`config.mk`:
```
export PLATFORM = sky130hd
export DESIGN_NAME = backtracking_choice_enumerator
export DESIGN_NICKNAME = d
export VERILOG_FILES = /design/src/hw/rtl/bce_pkg.sv /design/src/hw/rtl/backtracking_choice_enumerator.sv /design/src/hw/rtl/bce_stack_mem.sv
export SDC_FILE = /design/constraint.sdc
export NUM_CORES = 2
export LEC_CHECK = 0
export BUFFER_PORTS_ARGS = -buffer_cell sky130_fd_sc_hd__buf_2
export CORE_ASPECT_RATIO = 1.4
export CORE_MARGIN = 5
export CORE_UTILIZATION = 60
export CTS_BUF_LIST = sky130_fd_sc_hd__clkbuf_8 sky130_fd_sc_hd__clkbuf_16
export CTS_CLUSTER_DIAMETER = 150
export DETAILED_ROUTE_END_ITERATION = 12
export PLACE_DENSITY_LB_ADDON = 0.05
export SLEW_MARGIN = 5
export SYNTH_ARGS = -nofsm -noshare
export SYNTH_HDL_FRONTEND = slang
export SYNTH_HIERARCHICAL = 1
export SYNTH_SLANG_ARGS = --single-unit
```
`constraint.sdc`:
```
create_clock -name i_clk -period 9.02 [get_ports i_clk]
set_clock_uncertainty 0.15 [all_clocks]
set_input_delay 1.804 -clock i_clk [delete_from_list [all_inputs] [get_ports i_clk]]
set_output_delay 1.804 -clock i_clk [all_outputs]
set_load 0.02 [all_outputs]
```
`src/hw/rtl/bce_pkg.sv`:
```
// Shared types and constants for the backtracking choice enumerator.
// No dependencies; used by bce_stack_mem and backtracking_choice_enumerator.
package bce_pkg;

    // Fixed port widths of the payload fields
    localparam int unsigned FIELD_W = 16;
    localparam int unsigned MODE_W  = 2;

    // Item modes; the unused code falls to the default arm
    typedef enum logic [MODE_W-1:0] {
        MODE_BEGIN   = 2'd0,
        MODE_CHOOSE  = 2'd1,
        MODE_PREPARE = 2'd2
    } t_mode;

    // Sequencer states, one-hot
    typedef enum logic [2:0] {
        ST_IDLE     = 3'b001,
        ST_REPLAY   = 3'b010,
        ST_POP_CHK  = 3'b100
    } t_state;

    // Access strobes for the stack memory
    typedef struct packed {
        logic wr_en;
        logic rd_en;
    } t_mem_ctl;

endpackage

```
`src/hw/rtl/backtracking_choice_enumerator.sv`:
```
// Depth-first enumerator of choice paths over a stack of choice points.
// Depends on bce_pkg and bce_stack_mem.
//
//  channel | valid        | stall        | payload
//  --------+--------------+--------------+------------------------------------------
//  input   | i_in_valid   | o_in_stall   | i_mode, i_option_count
//  output  | o_out_valid  | i_out_stall  | o_chosen_index, o_path_ready,
//          |              |              | o_cursor_error, o_stack_overflow
//
// Begin, push, overflow, cursor error, first-pass prepare and unused mode are
// answered in the next cycle. Replaying choose reads the stored option from the
// stack memory, then registers it. Prepare after the first pass examines entries
// from the top, one stack memory read per entry; an empty stack needs no read.
// Reset clears fill, cursor, state and control flags, not result or stack memory.
// A new transfer is taken only in idle with the result register free or draining.
module backtracking_choice_enumerator #(
    parameter int unsigned STACK_DEPTH  = 64,
    parameter int unsigned OPTION_WIDTH = 16
) (
    input  logic                          i_clk,
    input  logic                          i_rst_n,
    input  logic                          i_in_valid,
    output logic                          o_in_stall,
    input  logic [bce_pkg::MODE_W-1:0]    i_mode,
    input  logic [bce_pkg::FIELD_W-1:0]   i_option_count,
    output logic                          o_out_valid,
    input  logic                          i_out_stall,
    output logic [bce_pkg::FIELD_W-1:0]   o_chosen_index,
    output logic                          o_path_ready,
    output logic                          o_cursor_error,
    output logic                          o_stack_overflow
);

    localparam int unsigned AW = (STACK_DEPTH > 1) ? $clog2(STACK_DEPTH) : 1;
    localparam int unsigned FW = $clog2(STACK_DEPTH + 1);
    localparam int unsigned OW = OPTION_WIDTH;
    localparam int unsigned EW = 2 * OW;

    // Control state
    bce_pkg::t_state r_state, n_state;
    logic [FW-1:0]   r_fill, n_fill;
    logic [FW-1:0]   r_cursor, n_cursor;
    logic            r_first, n_first;
    logic            r_out_valid, n_out_valid;

    // Result register
    logic [bce_pkg::FIELD_W-1:0] r_chosen, n_chosen;
    logic r_ready, n_ready;
    logic r_cerr, n_cerr;
    logic r_ovf, n_ovf;

    // Memory interface
    bce_pkg::t_mem_ctl mem_ctl;
    logic [AW-1:0]     wr_addr, rd_addr;
    logic [EW-1:0]     wr_data, rd_data;

    logic              accept;
    logic              out_free;
    bce_pkg::t_mode    mode;
    logic [OW-1:0]     cnt_in;
    logic [OW-1:0]     rd_cur, rd_cnt;
    logic [OW:0]       cur_next;
    logic              can_advance;

    assign out_free   = !r_out_valid || !i_out_stall;
    assign o_in_stall = (r_state != bce_pkg::ST_IDLE) || !out_free;
    assign accept     = i_in_valid && !o_in_stall;
    assign mode       = bce_pkg::t_mode'(i_mode);
    assign cnt_in     = OW'(32'(i_option_count));

    // Entry layout: count in the upper half, current option in the lower
    assign rd_cur      = rd_data[OW-1:0];
    assign rd_cnt      = rd_data[EW-1:OW];
    assign cur_next    = {1'b0, rd_cur} + (OW+1)'(1);
    assign can_advance = {1'b0, rd_cnt} > cur_next;

    bce_stack_mem #(
        .DEPTH (STACK_DEPTH),
        .WIDTH (EW),
        .AW    (AW)
    ) u_stack (
        .i_clk     (i_clk),
        .i_ctl     (mem_ctl),
        .i_wr_addr (wr_addr),
        .i_wr_data (wr_data),
        .i_rd_addr (rd_addr),
        .o_rd_data (rd_data)
    );

    // Sequence items through the stack
    always_comb begin
        n_state     = r_state;
        n_fill      = r_fill;
        n_cursor    = r_cursor;
        n_first     = r_first;
        n_out_valid = r_out_valid && i_out_stall;
        n_chosen    = r_chosen;
        n_ready     = r_ready;
        n_cerr      = r_cerr;
        n_ovf       = r_ovf;
        mem_ctl     = '0;
        wr_addr     = r_fill[AW-1:0];
        wr_data     = '0;
        rd_addr     = r_cursor[AW-1:0];

        unique case (r_state)
            bce_pkg::ST_IDLE: begin
                if (accept) begin
                    // Default answer is all zero; it is shown unless a stack read is started
                    n_chosen    = '0;
                    n_ready     = 1'b0;
                    n_cerr      = 1'b0;
                    n_ovf       = 1'b0;
                    n_out_valid = 1'b1;
                    unique case (mode)
                        bce_pkg::MODE_BEGIN: begin
                            n_first = 1'b1;
                        end
                        bce_pkg::MODE_CHOOSE: begin
                            priority if (r_cursor < r_fill) begin
                                // Replay the stored option after the read returns
                                mem_ctl.rd_en = 1'b1;
                                rd_addr       = r_cursor[AW-1:0];
                                n_out_valid   = 1'b0;
                                n_state       = bce_pkg::ST_REPLAY;
                            end else if (r_fill < FW'(STACK_DEPTH)) begin
                                // Push a fresh entry at option 0
                                mem_ctl.wr_en = 1'b1;
                                wr_addr       = r_fill[AW-1:0];
                                wr_data       = {cnt_in, OW'(0)};
                                n_fill        = r_fill + FW'(1);
                                n_cursor      = r_fill + FW'(1);
                            end else begin
                                n_ovf = 1'b1;
                            end
                        end
                        bce_pkg::MODE_PREPARE: begin
                            priority if (r_cursor != r_fill) begin
                                n_cerr = 1'b1;
                            end else if (r_first) begin
                                n_cursor = '0;
                                n_first  = 1'b0;
                                n_ready  = 1'b1;
                            end else if (r_fill == '0) begin
                                n_cursor = '0;
                            end else begin
                                // Start popping from the top entry
                                n_cursor      = '0;
                                mem_ctl.rd_en = 1'b1;
                                rd_addr       = AW'(r_fill - FW'(1));
                                n_out_valid   = 1'b0;
                                n_state       = bce_pkg::ST_POP_CHK;
                            end
                        end
                        default: begin
                        end
                    endcase
                end
            end
            bce_pkg::ST_REPLAY: begin
                n_chosen    = bce_pkg::FIELD_W'(32'(rd_cur));
                n_cursor    = r_cursor + FW'(1);
                n_out_valid = 1'b1;
                n_state     = bce_pkg::ST_IDLE;
            end
            bce_pkg::ST_POP_CHK: begin
                priority if (can_advance) begin
                    // Advance the top entry and report a path
                    mem_ctl.wr_en = 1'b1;
                    wr_addr       = AW'(r_fill - FW'(1));
                    wr_data       = {rd_cnt, cur_next[OW-1:0]};
                    n_ready       = 1'b1;
                    n_out_valid   = 1'b1;
                    n_state       = bce_pkg::ST_IDLE;
                end else if (r_fill == FW'(1)) begin
                    // Last entry dropped: enumeration exhausted
                    n_fill      = '0;
                    n_out_valid = 1'b1;
                    n_state     = bce_pkg::ST_IDLE;
                end else begin
                    // Drop the exhausted top and read the one below
                    n_fill        = r_fill - FW'(1);
                    mem_ctl.rd_en = 1'b1;
                    rd_addr       = AW'(r_fill - FW'(2));
                end
            end
            default: begin
                n_state = bce_pkg::ST_IDLE;
            end
        endcase
    end

    // Control registers
    always_ff @(posedge i_clk) begin
        if (!i_rst_n) begin
            r_state     <= bce_pkg::ST_IDLE;
            r_fill      <= '0;
            r_cursor    <= '0;
            r_first     <= 1'b0;
            r_out_valid <= 1'b0;
        end else begin
            r_state     <= n_state;
            r_fill      <= n_fill;
            r_cursor    <= n_cursor;
            r_first     <= n_first;
            r_out_valid <= n_out_valid;
        end
    end

    // Result payload
    always_ff @(posedge i_clk) begin
        r_chosen <= n_chosen;
        r_ready  <= n_ready;
        r_cerr   <= n_cerr;
        r_ovf    <= n_ovf;
    end

    assign o_out_valid      = r_out_valid;
    assign o_chosen_index   = r_chosen;
    assign o_path_ready     = r_ready;
    assign o_cursor_error   = r_cerr;
    assign o_stack_overflow = r_ovf;

endmodule

```
`src/hw/rtl/bce_stack_mem.sv`:
```
// Choice stack storage: one write port, one read port with registered data.
// Depends on bce_pkg for the access strobe struct.
module bce_stack_mem #(
    parameter int unsigned DEPTH = 64,
    parameter int unsigned WIDTH = 32,
    parameter int unsigned AW    = 6
) (
    input  logic               i_clk,
    input  bce_pkg::t_mem_ctl  i_ctl,
    input  logic [AW-1:0]      i_wr_addr,
    input  logic [WIDTH-1:0]   i_wr_data,
    input  logic [AW-1:0]      i_rd_addr,
    output logic [WIDTH-1:0]   o_rd_data
);

    logic [WIDTH-1:0] r_mem [DEPTH];
    logic [WIDTH-1:0] r_rd_data;

    // Write an entry
    always_ff @(posedge i_clk) begin
        if (i_ctl.wr_en) begin
            r_mem[i_wr_addr] <= i_wr_data;
        end
    end

    // Registered read, updated only when a read is enabled
    always_ff @(posedge i_clk) begin
        if (i_ctl.rd_en) begin
            r_rd_data <= r_mem[i_rd_addr];
        end
    end

    assign o_rd_data = r_rd_data;

endmodule
```
==> impl_metrics.yaml <==
status:
  status: "finished, final reports clean"
routing:
  first_pass_iters: 6
  ant_nets: 0
  via_per_inst: 6.946
  routed_wirelength_microns: 226500
  avgRoutedWirePerCell_microns: 37.69
  drt_iter0_drc: 5485
  drc_errors: 0
  dr_total_vias: 41750
grt:
  grt.met3_usage_pct: 6.116
  grt_pass1_vias: 41910
  grt_use_total_pct: 31.42
  grt_remaining_overflow: 0
  grt_max_degree: 120
  grt_pass1_wl_microns: 317800
  busiest_layer: "met2"
  met1_usage_pct: 40.69
  grt_use_met2_pct: 51.21
  antenna_found_initial: 12
critical_path:
  start_kind: "register"
  path_max_fanout: 17
  worstPathRequired_ns: 9.36
  cp_slowest_stage_delay_ns: 1.09
  worstPathCellList: "and3_1 > nand3_1 > nor3_1 > nand3_1 > xor2_1 > ha_1 > a21oi_1 > and3_1 > o21ai_0 > o31ai_2 > or2_2 > nor2_1 > xnor2_1 > nand4b_1 > nor2_4 > buf_4"
  slowest_stage: "xnor2_1"
  end_kind: "register"
  crit_buf_inv: 1
  worst-setup-path-type: "reg -> reg"
  critPathTopFamily: "simple AND/OR/NAND/NOR gates"
  arrival_ns: 8.52
cts:
  numClockSinks: 2118
  clk_pin_slew_ns: 0.07
  cts.path.max_buffers: 3
  ctsResizeCount: 0
  hold_buffers: 0
  h-tree-depth: 4
  post_cts_buffers: 0
  cts-root-buf: "clkbuf_16"
  clkLatencyLatePin_ns: 0.84
  cts_buffers: 189
  tritoncts: "built"
yosys:
  synth_edf_count: 2099
  synth_cells: 3926
  yosys.area.top_type_share_pct: 76.16
  yosysWarnings: 6
  async_reset_ff_share_pct: 0
  ys_ff_latch: 2118
  ys_seq_area_share_pct: 76.61
  syn_avg_cell_area_sq_um: 21.08
  ys_top_cells_by_count: "edfxtp_1, mux4_2, mux2i_1, nor2_1, a22oi_1"
  synth_top_flop_cell: "edfxtp_1"
  synthTopCellsByArea: "edfxtp_1, mux4_2, mux2i_1, a22oi_1, nor2_1"
  syn-num-nets: 3982
  yosys.area.top_type: "edfxtp_1"
  ys_types: 75
  syn_area_sq_um: 82770
  yosysMostFrequentCell: "edfxtp_1"
timing:
  rsz0062_at_grt: "false"
  min_period_ns: 8.177
  setup_violations: 0
  tightest_slew_ns: 1.410
  relSlewSlack_pct: 5.318
  fmaxAchievable_ghz: 0.1223
  post-route-period-util_pct: 90.65
  slew_violations: 0
  fin_ws_ns: 0.8430
  fin_tns_setup_ns: 0
  finalHoldViolations: 0
placement:
  gp_congestion: 0.9012
  dpl.hpwl_microns: 137200
  port-buffer-count: 42
  dp_slack_ns: 1.238
pwr:
  power_mw: 24.98
  p_switching_mw: 7.387
  switching_share_pct: 29.57
  clkPwrFrac_pct: 30.8
  total_leakage_power_nw: 28.76
  power_frac_seq_pct: 44.2
  p_per_area_nw_per_um2: 272.6
  combPwrFrac_pct: 24.9
  p_int_mw: 17.59
  vdd_ir_drop_max_mv: 0.2266
min_path:
  hold_class: "reg -> reg"
floorplanning:
  rows: 161
  die-area_sq_um: 145600
  start_util_pct: 60.24
  die_y_microns: 449.5
  io_pins: 43
  core_sq_um: 137400
  die_x_microns: 323.9
finish:
  fillCellCount: 8869
  nets: 4117
  layout-drive-gt1-share_pct: 23.84
  area_delta_synth_final_pct: 10.72
job:
  maxCapViolCount: 0
## registers in the layout, indices dropped and copies added, names as in the netlist
signal             count
u_stack/r_mem       2048
u_stack/o_rd_data     32
o_chosen_index        16
r_cursor               7
r_fill                 7
r_state                3
o_cursor_error         1
o_out_valid            1
o_path_ready           1
o_stack_overflow       1
r_first                1
## metrics by stage
step	util, %	instance area (sq um)	hold WS [ns]	instances
CTS	66.68	91610	0.4080	6007
detailed placement	62.40	85720	0.3960	5662
global route	66.70	91630	0.4633	6008
finish	66.70	91640	0.4135	6011
global placement	62.38	85700	0.3859	5661
floorplan	-	82770	0.3608	3926
## tightest hold or removal path, stage by stage (launching register included)
cell	delay, ns
dfxtp_1	0.31
nand2_1	0.11
a31oi_1	0.09
## power groups by stage
| stage | registers (mW) | logic (mW) | clock network, mW |
|---|---|---|---|
| 3_5_place_dp | 11.3 | 6.22 | 0 |
| 3_3_place_gp | 11.3 | 6.16 | 0 |
| 2_1_floorplan | 11.3 | 4.30 | 0 |
| 5_1_grt | 11.0 | 6.51 | 8.24 |
| 6_report | 11.0 | 6.22 | 7.71 |
| 4_1_cts | 11.0 | 6.24 | 7.81 |
## cell usage in the layout (no fill, tap or decap), drive strengths merged, types with 10 or more instances in the layout
cell    instances
o221ai         18
xnor2          18
and2           20
nor2b          17
and3           13
nand4          15
a311o          12
nor2          136
bufinv         12
a31oi          23
a22o           27
edfxtp       2099
a211oi         27
o22ai          46
mux4          446
buf           162
clkinv         89
or2            10
o22a           12
a22oi         128
ha             34
nand2          71
mux2i         190
a21oi          54
clkbuf        192
nand3          69
o21ai          51
dfxtp          19
inv            72
o211ai         17
nor3           17
## worst paths after layout
kind / from / end / slack, ns / cells past startpoint
max: u_stack/o_rd_data[0] / u_stack/r_mem[47][27] / 0.84 / 16
min: o_out_valid / o_out_valid / 0.41 / 2
max reg2reg: u_stack/o_rd_data[0] / u_stack/r_mem[47][27] / 0.84 / 16
min reg2reg: o_out_valid / o_out_valid / 0.41 / 2
## area by class of cell
| cell class | instances | area (sq um) | area share, % |
|---|---|---|---|
| inverters | 24 | 90.09 | 0.09831 |
| clock inverters | 153 | 1084 | 1.182 |
| clock buffers | 192 | 4805 | 5.243 |
| multi-input cells | 1566 | 18720 | 20.43 |
| diodes | 3 | 7.507 | 0.008192 |
| flip-flops and latches | 2118 | 63410 | 69.20 |
| well taps | 1793 | 2243 | 2.448 |
| repair buffers | 162 | 1274 | 1.390 |
## metal layers
metal	vias to the layer above	wire length, microns
li1	16810	-
met1	22310	80090
met2	2157	113200
met3	469	18500
met4	4	14720
met5	-	23
## cell families (layout without fill, tap and decap cells)
family	after synthesis	after routing	share of synthesized area [%]
other	0	3	0
AOI/OAI and AO/OA	461	461	4.000
buffers and inverters	242	531	1.735
muxes	637	637	14.45
DFF	2118	2118	76.61
and+or+nand+nor	407	407	2.402
xor gates and xnor gates	27	27	0.2857
adders and majority gates	34	34	0.5140
Note: power is estimated with default switching activity, not from simulation.
